## config.mk

```make
export PLATFORM = sky130hd
export DESIGN_NAME = szpd_front
export DESIGN_NICKNAME = d
export VERILOG_FILES = /design/src/rtl/core/szpd_front.sv
export SDC_FILE = /design/constraint.sdc
export NUM_CORES = 1
export LEC_CHECK = 0
export ABC_AREA = 1
export BUFFER_PORTS_ARGS = -buffer_cell sky130_fd_sc_hd__buf_2
export CORE_UTILIZATION = 53
export CTS_BUF_LIST = sky130_fd_sc_hd__clkbuf_2 sky130_fd_sc_hd__clkbuf_4 sky130_fd_sc_hd__clkbuf_8
export CTS_CLUSTER_DIAMETER = 120
export CTS_CLUSTER_SIZE = 8
export DETAILED_ROUTE_END_ITERATION = 8
export PLACE_DENSITY_LB_ADDON = 0.08
export SLEW_MARGIN = 20
export SYNTH_ARGS = -nofsm -noshare
export SYNTH_HDL_FRONTEND = slang
export SYNTH_SLANG_ARGS = --single-unit
```

## constraint.sdc

```tcl
create_clock -name clk -period 2.9 [get_ports clk]
set_input_delay 0.145 -clock clk [delete_from_list [all_inputs] [get_ports clk]]
set_output_delay 0.145 -clock clk [all_outputs]
set_load 0.01 [all_outputs]
```

## src/rtl/core/szpd_front.sv

```systemverilog
// ----------------------------------------------------------------------------
// szpd_front: input queue
// Two-entry queue that takes sample requests and hands them to the back end,
// so the input side keeps accepting while the back end is busy.
// ----------------------------------------------------------------------------
`default_nettype none

module szpd_front #(
  parameter int SAMPLE_BITS = 16
) (
  input  wire logic                   clk,
  input  wire logic                   rst,
  input  wire logic                   in_valid,
  output logic                        in_ready,
  input  wire logic [SAMPLE_BITS-1:0] sample,
  output logic                        q_valid,
  output logic [SAMPLE_BITS-1:0]      q_sample,
  input  wire logic                   q_pop
);

  logic [SAMPLE_BITS-1:0] slot [2];
  logic                   wr_ptr;
  logic                   rd_ptr;
  logic [1:0]             count;
  logic                   push;
  logic                   pop;

  assign in_ready = (count != 2'd2);
  assign q_valid  = (count != 2'd0);
  assign q_sample = slot[rd_ptr];
  assign push     = in_valid && in_ready;
  assign pop      = q_pop && q_valid;

  // Storage
  always_ff @(posedge clk) begin
    if (push) begin
      slot[wr_ptr] <= sample;
    end
  end

  // Pointers and occupancy
  always_ff @(posedge clk) begin
    if (rst) begin
      wr_ptr <= 1'b0;
      rd_ptr <= 1'b0;
      count  <= 2'd0;
    end else begin
      if (push) wr_ptr <= ~wr_ptr;
      if (pop)  rd_ptr <= ~rd_ptr;
      if (push && !pop) count <= count + 2'd1;
      else if (pop && !push) count <= count - 2'd1;
    end
  end

endmodule

`default_nettype wire

```

==> flow_summary.toml, run 1 <==
[outcome]
status = "finished, final reports clean"

[placement]
routabilityCongestion = 0.7212
post-place-ws_ns = 1.299
dp_hpwl_um = 1558
portBuffers = 37
place_inst = 154

[routing]
drt_pre_antenna_iters = 5
drc = 0
routedWlPerCell_um = 13.42
vias = 880
avgViaCountPerCell = 4.944
first_iter_violations = 16
postRouteWirelength_um = 2389
final_antenna_net_count = 0

[pwr]
p_switching_mw = 0.4028
clkPwrFrac = 0.189
power_frac_seq = 0.522
fin_total_pwr_mw = 1.398
p_int_mw = 0.9952
leakagePower_nw = 0.7797
power_density_nw_per_um2 = 746.9
p_comb_frac = 0.289
irDropWorstVdd_mv = 0.7808
swShare = 0.2881

[min_path]
hold_path_class = "primary input to register"

[floorplanning]
io_pins = 38
initial_core_util = 0.5744
row_count = 18
fp.coreArea_um2 = 2522
die_w_um = 54.29
die_area_um2 = 2947
chipHeight_um = 54.29

[finish]
antenna_cells = 0
mostFrequentLayoutCells = "buf_2, edfxtp_1, dlygate4sd3_1"
drive_gt1_frac = 0.4189
area_delta_synth_final_pct = 29.19
final_common_cell = "buf_2"
regArea_um2 = 1061
final_cells = 178
n_fill_cell = 180
multiInputGateArea_um2 = 326.6
final_nets = 168

[clock_network]
numCtsBuffers = 5
clock-sinks = 37
cts_setup_buffers = 0
ctsHoldBuffers = 14
cts.repair.resized = 0
clk_path_buf_depth = 2
cts_root_buf = "clkbuf_4"
cts_tree = "built"
cts_max_level = 2
clock_insertion_delay_worst_skew_ns = 0.33
clk_pin_slew_ns = 0.10

[timing]
final_hold_viol_count = 0
rsz0062_at_grt = "no"
whs_ns = 0.1060
slew-limit-headroom = 0.4178
tightestPinTransition_ns = 0.8721
period_needed_ns = 1.922
slew_violations = 0
period_share = 0.6629
fin_setup_tns_ns = 0
fin_ws_ns = 0.9776
setup_violations = 0
worst_clock_skew_ns = 0.003101
fmax_ghz = 0.5202

[yosys]
synth_nets = 108
ys_ff_latch = 37
avgSynthCellArea_um2 = 16.65
syn_inst = 87
yosysSeqAreaShare = 0.7323
synth.distinct_cells = 14
synth.yosys.warnings = 0
syn_area_um2 = 1449

[critical_path]
critical_path.max_fanout = 16
timing.critical_path.arrival_ns = 1.78
cp-end-kind = "output port"
critPathLaunchType = "register"
path_class = "register to output port"
critPathRequiredTime_ns = 2.76

[grt]
grt_pass1_vias = 834
grt.overflow.total = 0
grt_max_degree = 17
grt_pass1_wl_um = 3519
grt_usage = 0.1881
grt_antenna_before_repair = 0

[flow_run]
maxCapViolCount = 0
==> metrics by stage <==
| step | instance area (um2) | util |
|---|---|---|
| final | 1872 | 0.7421 |
| after CTS | 1852 | 0.7341 |
| after detailed placement | 1655 | 0.6563 |
| after floorplan | 1449 | - |
| after global routing | 1872 | 0.7421 |
| after global placement | 1655 | 0.6563 |
==> power groups by stage <==
stage / Combinational [mW] / Clock [mW] / Sequential, mW
finish: 0.404 / 0.265 / 0.729
global placement: 0.383 / 0 / 0.740
detailed placement: 0.392 / 0 / 0.744
floorplan: 0.309 / 0 / 0.708
CTS: 0.408 / 0.275 / 0.732
global route: 0.448 / 0.296 / 0.740
==> area by class of cell <==
| cell class | instances | area share |
|---|---|---|
| flip-flops and latches | 37 | 0.5668 |
| inverters | 8 | 0.01604 |
| multi-input cells | 40 | 0.1745 |
| well taps | 30 | 0.02005 |
| repair buffers | 55 | 0.1925 |
| clock buffers | 7 | 0.02807 |
| clock inverters | 1 | 0.002005 |
==> registers in the layout, indices dropped and copies added, names as in the netlist, named ones only <==
signal and flops:
slot 32, count 2, rd_ptr 1, wr_ptr 1
==> synthesized netlist by cell type <==
library cell | n | area share
nor2_1 | 7 | 0.018
edfxtp_1 | 32 | 0.66
inv_1 | 8 | 0.021
buf_12 | 1 | 0.014
nand4_1 | 1 | 0.0043
a21oi_1 | 2 | 0.0069
dfxtp_1 | 5 | 0.069
mux2_4 | 10 | 0.10
nand3_1 | 2 | 0.0069
nand2_1 | 9 | 0.023
ha_1 | 1 | 0.0086
mux2_2 | 6 | 0.047
o21ai_0 | 2 | 0.0069
buf_6 | 1 | 0.0078
==> worst paths after layout <==
kind	startpoint	endpoint	slack (ns)	cells after the start
setup / recovery	register	q_sample[15]	0.98	2
hold / removal	rst	count[1]$_SDFFE_PP0P_	0.11	4
setup reg to reg	count[0]$_SDFFE_PP0P_	count[1]$_SDFFE_PP0P_	1.46	9
hold reg to reg	rd_ptr$_SDFFE_PP0P_	rd_ptr$_SDFFE_PP0P_	0.51	2
==> worst max-delay path, stage by stage, from the launching register on <==
cell     delay [ns]
dfxtp_1        0.90
mux2_2         0.41
buf_2          0.14
==> routing by layer <==
metal,wire [um],global-route usage,vias to the layer above
li1,-,-,434
met1,964,0.1907,418
met2,1290,0.3191,26
met3,114,0.08333,2
met4,20,0.1068,0
met5,0,0,-
==> kinds of logic after synthesis <==
family	count (synthesis)	share of synthesized area
flip-flops	37	0.7323
adder cells (fa/ha/maj)	1	0.008634
AO/OA/AOI/OAI	4	0.01382
AND/OR/NAND/NOR	19	0.05268
buffers and inverters	10	0.04232
multiplexers	16	0.1503
Note: power is estimated with default switching activity, not from simulation.
==> inputs of run 2 (changes only) <==
--- a/config.mk
+++ b/config.mk
@@ -5,9 +5,9 @@
 export SDC_FILE = /design/constraint.sdc
 export NUM_CORES = 1
 export LEC_CHECK = 0
-export ABC_AREA = 1
+export ABC_AREA = 0
 export BUFFER_PORTS_ARGS = -buffer_cell sky130_fd_sc_hd__buf_2
-export CORE_UTILIZATION = 53
+export CORE_UTILIZATION = 48
 export CTS_BUF_LIST = sky130_fd_sc_hd__clkbuf_2 sky130_fd_sc_hd__clkbuf_4 sky130_fd_sc_hd__clkbuf_8
 export CTS_CLUSTER_DIAMETER = 120
 export CTS_CLUSTER_SIZE = 8
==> constraint.sdc (replaced) <==
create_clock -name clk -period 1.55 [get_ports clk]
set_input_delay 0.0775 -clock clk [delete_from_list [all_inputs] [get_ports clk]]
set_output_delay 0.0775 -clock clk [all_outputs]
set_load 0.01 [all_outputs]
==> run 2 against run 1 <==
Effect of this change: non-clock buffer count grew 7; critical path type is now register to register; sequential share of layout area is 0.21 points lower; critical endpoint is now count[1]$_SDFFE_PP0P_; clock power is 75% higher; highest routed layer unchanged; die area grew 4.7%.
==> flow_summary.toml, run 2 <==
[timing]
fin_ws_ns = 0.07241
worst_clock_skew_ns = 0.002403
whs_ns = 0.06731
tightestPinTransition_ns = 0.1821
period_needed_ns = 1.478
final_hold_viol_count = 0
slew-limit-headroom = 0.8782
slew_violations = 0
setup_violations = 0
fmax_ghz = 0.6768
period_share = 0.9533

[finish]
antenna_cells = 0
largest_reg_flops = 32
finish.utilization = 0.6888
drive_gt1_frac = 0.5177
n_fill_cell = 197
top_register = "slot"
top_regs = "slot (32), count (2)"
mostFrequentLayoutCells = "buf_2, edfxtp_1, dlygate4sd3_1"
final_common_cell = "buf_2"
final_nets = 162
area_delta_synth_final_pct = 36.82

[critical_path]
critPathLaunchType = "register"
slowest_delay_ns = 0.35
r2r_setup_slack_ns = 0.07
timing.critical_path.arrival_ns = 1.74
critical_path.max_fanout = 5
cp-end-kind = "register"
r2r-start = "count[0]$_SDFFE_PP0P_"
path_class = "register to register"
r2r_end = "count[1]$_SDFFE_PP0P_"
rr_worst_depth = 5
crit_chain = "nand2b_4, and2_1, ha_2, or3_1, a21oi_1"
critPathRequiredTime_ns = 1.81
cp_slowest_cell = "or3_1"

[floorplanning]
initial_core_util = 0.5034
chipHeight_um = 55.55
io_pins = 38
fp.coreArea_um2 = 2734
die_w_um = 55.55
die_area_um2 = 3085
row_count = 19

[routing]
drc = 0
vias = 833
first_iter_violations = 10
postRouteWirelength_um = 2302
final_antenna_net_count = 0
avgViaCountPerCell = 4.843
routedWlPerCell_um = 13.38
drt_pre_antenna_iters = 4

[min_path]
min_from = "in_valid"
hold_path_class = "primary input to register"
hold_depth = 3
hold_end = "wr_ptr$_SDFFE_PP0P_"

[clock_network]
clk_pin_slew_ns = 0.10
numCtsBuffers = 5
clock_insertion_delay_worst_skew_ns = 0.33
clock-sinks = 37
cts_max_level = 2
cts_tree = "built"
clk_path_buf_depth = 2
cts_root_buf = "clkbuf_4"

[outcome]
status = "finished, final reports clean"

[pwr]
leakagePower_nw = 0.7490
irDropWorstVdd_mv = 1.062
clkPwrFrac = 0.176
p_comb_frac = 0.326
power_density_nw_per_um2 = 1403
power_frac_seq = 0.499
fin_total_pwr_mw = 2.641
p_switching_mw = 0.7409
p_int_mw = 1.900
swShare = 0.2805

[yosys]
synth_edf_count = 32
syn_area_um2 = 1376
synth_fa_ha_area_frac = 0.009091
synth_async_sr_flop_share = 0
ys_top_cells_by_count = "edfxtp_1, mux2_2, dfxtp_1, nor2_1, xor2_1"
avgSynthCellArea_um2 = 18.60
yosys.area_share.simple = 0.03636
synth_nets = 95
synth.distinct_cells = 18
synth.yosys.warnings = 0
synthXorXnorAreaFrac = 0.01909
synth_top_area_share = 0.6982
yosysSeqAreaShare = 0.7709
ys_ff_latch = 37
ys.flop_type = "edfxtp_1"
yosysMostFrequentCell = "edfxtp_1"
synth.area.top_cells = "edfxtp_1, mux2_2, dfxtp_1, xor2_1, ha_1"
synth_top_family_by_area = "multiplexers"
syn_inst = 74
yosysTopAreaCell = "edfxtp_1"
synthMuxAreaShare = 0.1309
synth_compound_area_frac = 0.02182

[grt]
grt_pass1_wl_um = 3795
grt_usage = 0.1697
grt_max_degree = 12
grt_antenna_before_repair = 0
grt_pass1_vias = 881
grt.overflow.total = 0

[placement]
post-place-ws_ns = 0.01325
dp_hpwl_um = 1579
portBuffers = 37
routabilityCongestion = 0.6469

[flow_run]
maxCapViolCount = 0
## run 2: cells by family after synthesis
group | Yosys count
mux | 16
compound gates | 5
simple gates | 9
fa+ha+maj | 1
xor+xnor | 3
buf+inv | 3
flops | 37
## run 2: metrics by stage
| step | cell area (um2) | TNS, ns | std cells |
|---|---|---|---|
| 2_1_floorplan | 1384 | 0 | 74 |
| 3_3_place_gp | 1655 | 0 | 148 |
| 3_5_place_dp | 1655 | 0 | 148 |
| 4_1_cts | 1876 | 0 | 172 |
| 5_1_grt | 1883 | -0.002839 | 172 |
| 6_report | 1883 | 0 | 172 |
## run 2: power by group through the flow
stage,Clock [mW],Sequential [mW],Combinational (mW)
4_1_cts,0.483,1.31,0.864
5_1_grt,0.523,1.33,0.943
3_3_place_gp,0,1.32,0.809
3_5_place_dp,0,1.33,0.827
6_report,0.464,1.32,0.860
2_1_floorplan,0,1.32,0.514
## run 2: metal layers
metal | wire length, um | track usage | part of all wire
met1 | 924 | 0.1795 | 0.40
met4 | 49 | 0.07500 | 0.021
met2 | 1206 | 0.2995 | 0.52
met3 | 121 | 0.06323 | 0.053
met5 | 0 | 0 | 0
## run 2: how the worst max path moves through the flow
stage	cells past startpoint	slack, ns	start	endpoint
final	5	0.07	count[0]$_SDFFE_PP0P_	count[1]$_SDFFE_PP0P_
after global routing	6	-0.003	count[0]$_SDFFE_PP0P_	count[1]$_SDFFE_PP0P_
after CTS	5	0.02	count[0]$_SDFFE_PP0P_	count[1]$_SDFFE_PP0P_
after detailed placement	5	0.01	count[1]$_SDFFE_PP0P_	count[1]$_SDFFE_PP0P_
after global placement	5	0.08	count[1]$_SDFFE_PP0P_	count[1]$_SDFFE_PP0P_
after floorplan	5	0.06	count[0]$_SDFFE_PP0P_	count[1]$_SDFFE_PP0P_
## run 2: worst max-delay path: cells and delay by family (launching register included)
family / cells / cell delay, ns
fa+ha+maj: 1 / 0.30
simple gates: 3 / 0.66
flops: 1 / 0.34
compound gates: 1 / 0.12
## run 2: cell type report
class / instances / area, um2 / share of cell area
Clock buffer: 6 / 45.04 / 0.02392
Clock inverter: 1 / 3.754 / 0.001993
Multi-Input combinational cell: 34 / 309.0 / 0.1641
Timing Repair Buffer: 62 / 419.2 / 0.2226
Inverter: 1 / 3.754 / 0.001993
Tap cell: 31 / 38.79 / 0.02060
Sequential cell: 37 / 1064 / 0.5648
## run 2: what timing repair did
| action | CTS | global route |
|---|---|---|
| hold buffers | 17 | 0 |
| resized for setup | 1 | 4 |
| setup buffers | 0 | 0 |
| endpoints found under the setup margin | 1 | 7 |
| pin swaps | 0 | 1 |
| endpoints found under the hold margin | 37 | 0 |
==> inputs of run 3 (changes only) <==
--- a/config.mk
+++ b/config.mk
@@ -9,10 +9,10 @@
 export BUFFER_PORTS_ARGS = -buffer_cell sky130_fd_sc_hd__buf_2
 export CORE_UTILIZATION = 48
 export CTS_BUF_LIST = sky130_fd_sc_hd__clkbuf_2 sky130_fd_sc_hd__clkbuf_4 sky130_fd_sc_hd__clkbuf_8
-export CTS_CLUSTER_DIAMETER = 120
 export CTS_CLUSTER_SIZE = 8
 export DETAILED_ROUTE_END_ITERATION = 8
-export PLACE_DENSITY_LB_ADDON = 0.08
+export PLACE_DENSITY = 0.78
+export SKIP_CTS_REPAIR_TIMING = 1
 export SLEW_MARGIN = 20
 export SYNTH_ARGS = -nofsm -noshare
 export SYNTH_HDL_FRONTEND = slang
==> run 3 against run 2 <==
Effect of this change: count of clock-buffer cells in the layout grew 2; worst setup slack lost 0.030 ns; fmax shrank 2.0%; largest cell class unchanged.
==> flow_summary.toml, run 3 (synthesis results as in run 2) <==
[finish]
final_nets = 162
multiInputGateArea_um2 = 322.8
top_register = "slot"
final_cell_area_um2 = 1904
final_cells = 173
top_regs = "slot (32), count (2)"
largest_reg_flops = 32
area_delta_synth_final_pct = 38.36
regArea_um2 = 1064
drive_gt1_frac = 0.5352
final_common_cell = "buf_2"
mostFrequentLayoutCells = "buf_2, edfxtp_1, dlygate4sd3_1"
antenna_cells = 0
n_fill_cell = 180

[timing]
worst_clock_skew_ns = 0.01015
tightestPinTransition_ns = 0.2975
period_needed_ns = 1.508
whs_ns = 0.07031
slew_violations = 0
slew-limit-headroom = 0.8003
fmax_ghz = 0.6632
fin_setup_tns_ns = 0
final_hold_viol_count = 0
period_share = 0.9729
setup_violations = 0

[pwr]
power_density_nw_per_um2 = 1431
clkPwrFrac = 0.186
p_comb_frac = 0.329
fin_total_pwr_mw = 2.724
p_int_mw = 1.961
power_frac_seq = 0.485
swShare = 0.2802
leakagePower_nw = 0.7578
irDropWorstVdd_mv = 1.182
p_switching_mw = 0.7635

[critical_path]
cp_slowest_cell = "dfxtp_2"
critical_path.max_fanout = 5
cp-end-kind = "register"
crit_chain = "nand2b_4, and2_1, ha_4, xor2_1, or3_1, a21oi_2"
slowest_delay_ns = 0.35
cp.buffers_inverters = 0
critPathRequiredTime_ns = 1.81
crit_family = "simple AND/OR/NAND/NOR gates"
path_class = "register to register"
critPathLaunchType = "register"
timing.critical_path.arrival_ns = 1.76

[floorplanning]
fp.coreArea_um2 = 2734
die_w_um = 55.55
io_pins = 38
chipHeight_um = 55.55
die_area_um2 = 3085
initial_core_util = 0.5034
row_count = 19

[clock_network]
cts_root_buf = "clkbuf_4"
clock_insertion_delay_worst_skew_ns = 0.33
numCtsBuffers = 5
clk_path_buf_depth = 2
clock-sinks = 37
cts_tree = "built"
clk_pin_slew_ns = 0.10
cts_max_level = 2

[placement]
portBuffers = 37
dp_hpwl_um = 1632
placement.cell_area_um2 = 1655
routabilityCongestion = 0.7316
place_inst = 148

[routing]
routedWlPerCell_um = 14.55
final_antenna_net_count = 0
first_iter_violations = 17
postRouteWirelength_um = 2518
drt_pre_antenna_iters = 4
avgViaCountPerCell = 4.925
drc = 0
vias = 852

[grt]
grt.overflow.total = 0
grt_usage = 0.1568
grt_pass1_vias = 781
grt_antenna_before_repair = 0
grt_max_degree = 11
grt_pass1_wl_um = 3532

[outcome]
status = "finished, final reports clean"

[flow_run]
maxCapViolCount = 0

[min_path]
hold_path_class = "primary input to register"
-- run 3: power groups by stage --
stage | registers (mW) | clock network [mW] | logic [mW]
4_1_cts | 1.32 | 0.521 | 0.838
5_1_grt | 1.34 | 0.562 | 0.982
6_report | 1.32 | 0.508 | 0.896
3_5_place_dp | 1.34 | 0 | 0.834
3_3_place_gp | 1.32 | 0 | 0.794
2_1_floorplan | 1.32 | 0 | 0.514
-- run 3: final timing paths --
kind                         start                     to  slack [ns]  cells past startpoint
max reg2reg  count[0]$_SDFFE_PP0P_  count[1]$_SDFFE_PP0P_        0.04                      6
min reg2reg  count[1]$_SDFFE_PP0P_  count[1]$_SDFFE_PP0P_        0.55                      2
min                       in_valid    wr_ptr$_SDFFE_PP0P_        0.07                      3
max          count[0]$_SDFFE_PP0P_  count[1]$_SDFFE_PP0P_        0.04                      6
-- run 3: cell type report --
cell class / count / share of cell area
clock buffers: 8 / 0.03154
inverters: 1 / 0.001971
multi-input cells: 34 / 0.1695
flip-flops and latches: 37 / 0.5585
well taps: 31 / 0.02037
repair buffers: 62 / 0.2181
-- run 3: tightest hold or removal path: stages --
cell and delay, ns:
buf_2 0.12, nand3b_1 0.09, a21oi_1 0.06
-- run 3: metrics by stage --
| stage | util | worst slack (ns) |
|---|---|---|
| 2_1_floorplan | - | 0.05617 |
| 5_1_grt | 0.6966 | -0.02266 |
| 6_report | 0.6966 | 0.04206 |
| 3_3_place_gp | 0.6055 | 0.07508 |
| 3_5_place_dp | 0.6055 | 0.01708 |
| 4_1_cts | 0.6275 | -0.006234 |
-- run 3: layer usage --
layer	part of all wire	vias to the layer above	routed length, um	GRT usage
met3	0.046	4	115	0.05621
met2	0.53	26	1341	0.2582
met5	0	-	0	0
met4	0.013	0	32	0.07500
li1	-	413	-	-
met1	0.41	409	1029	0.1823
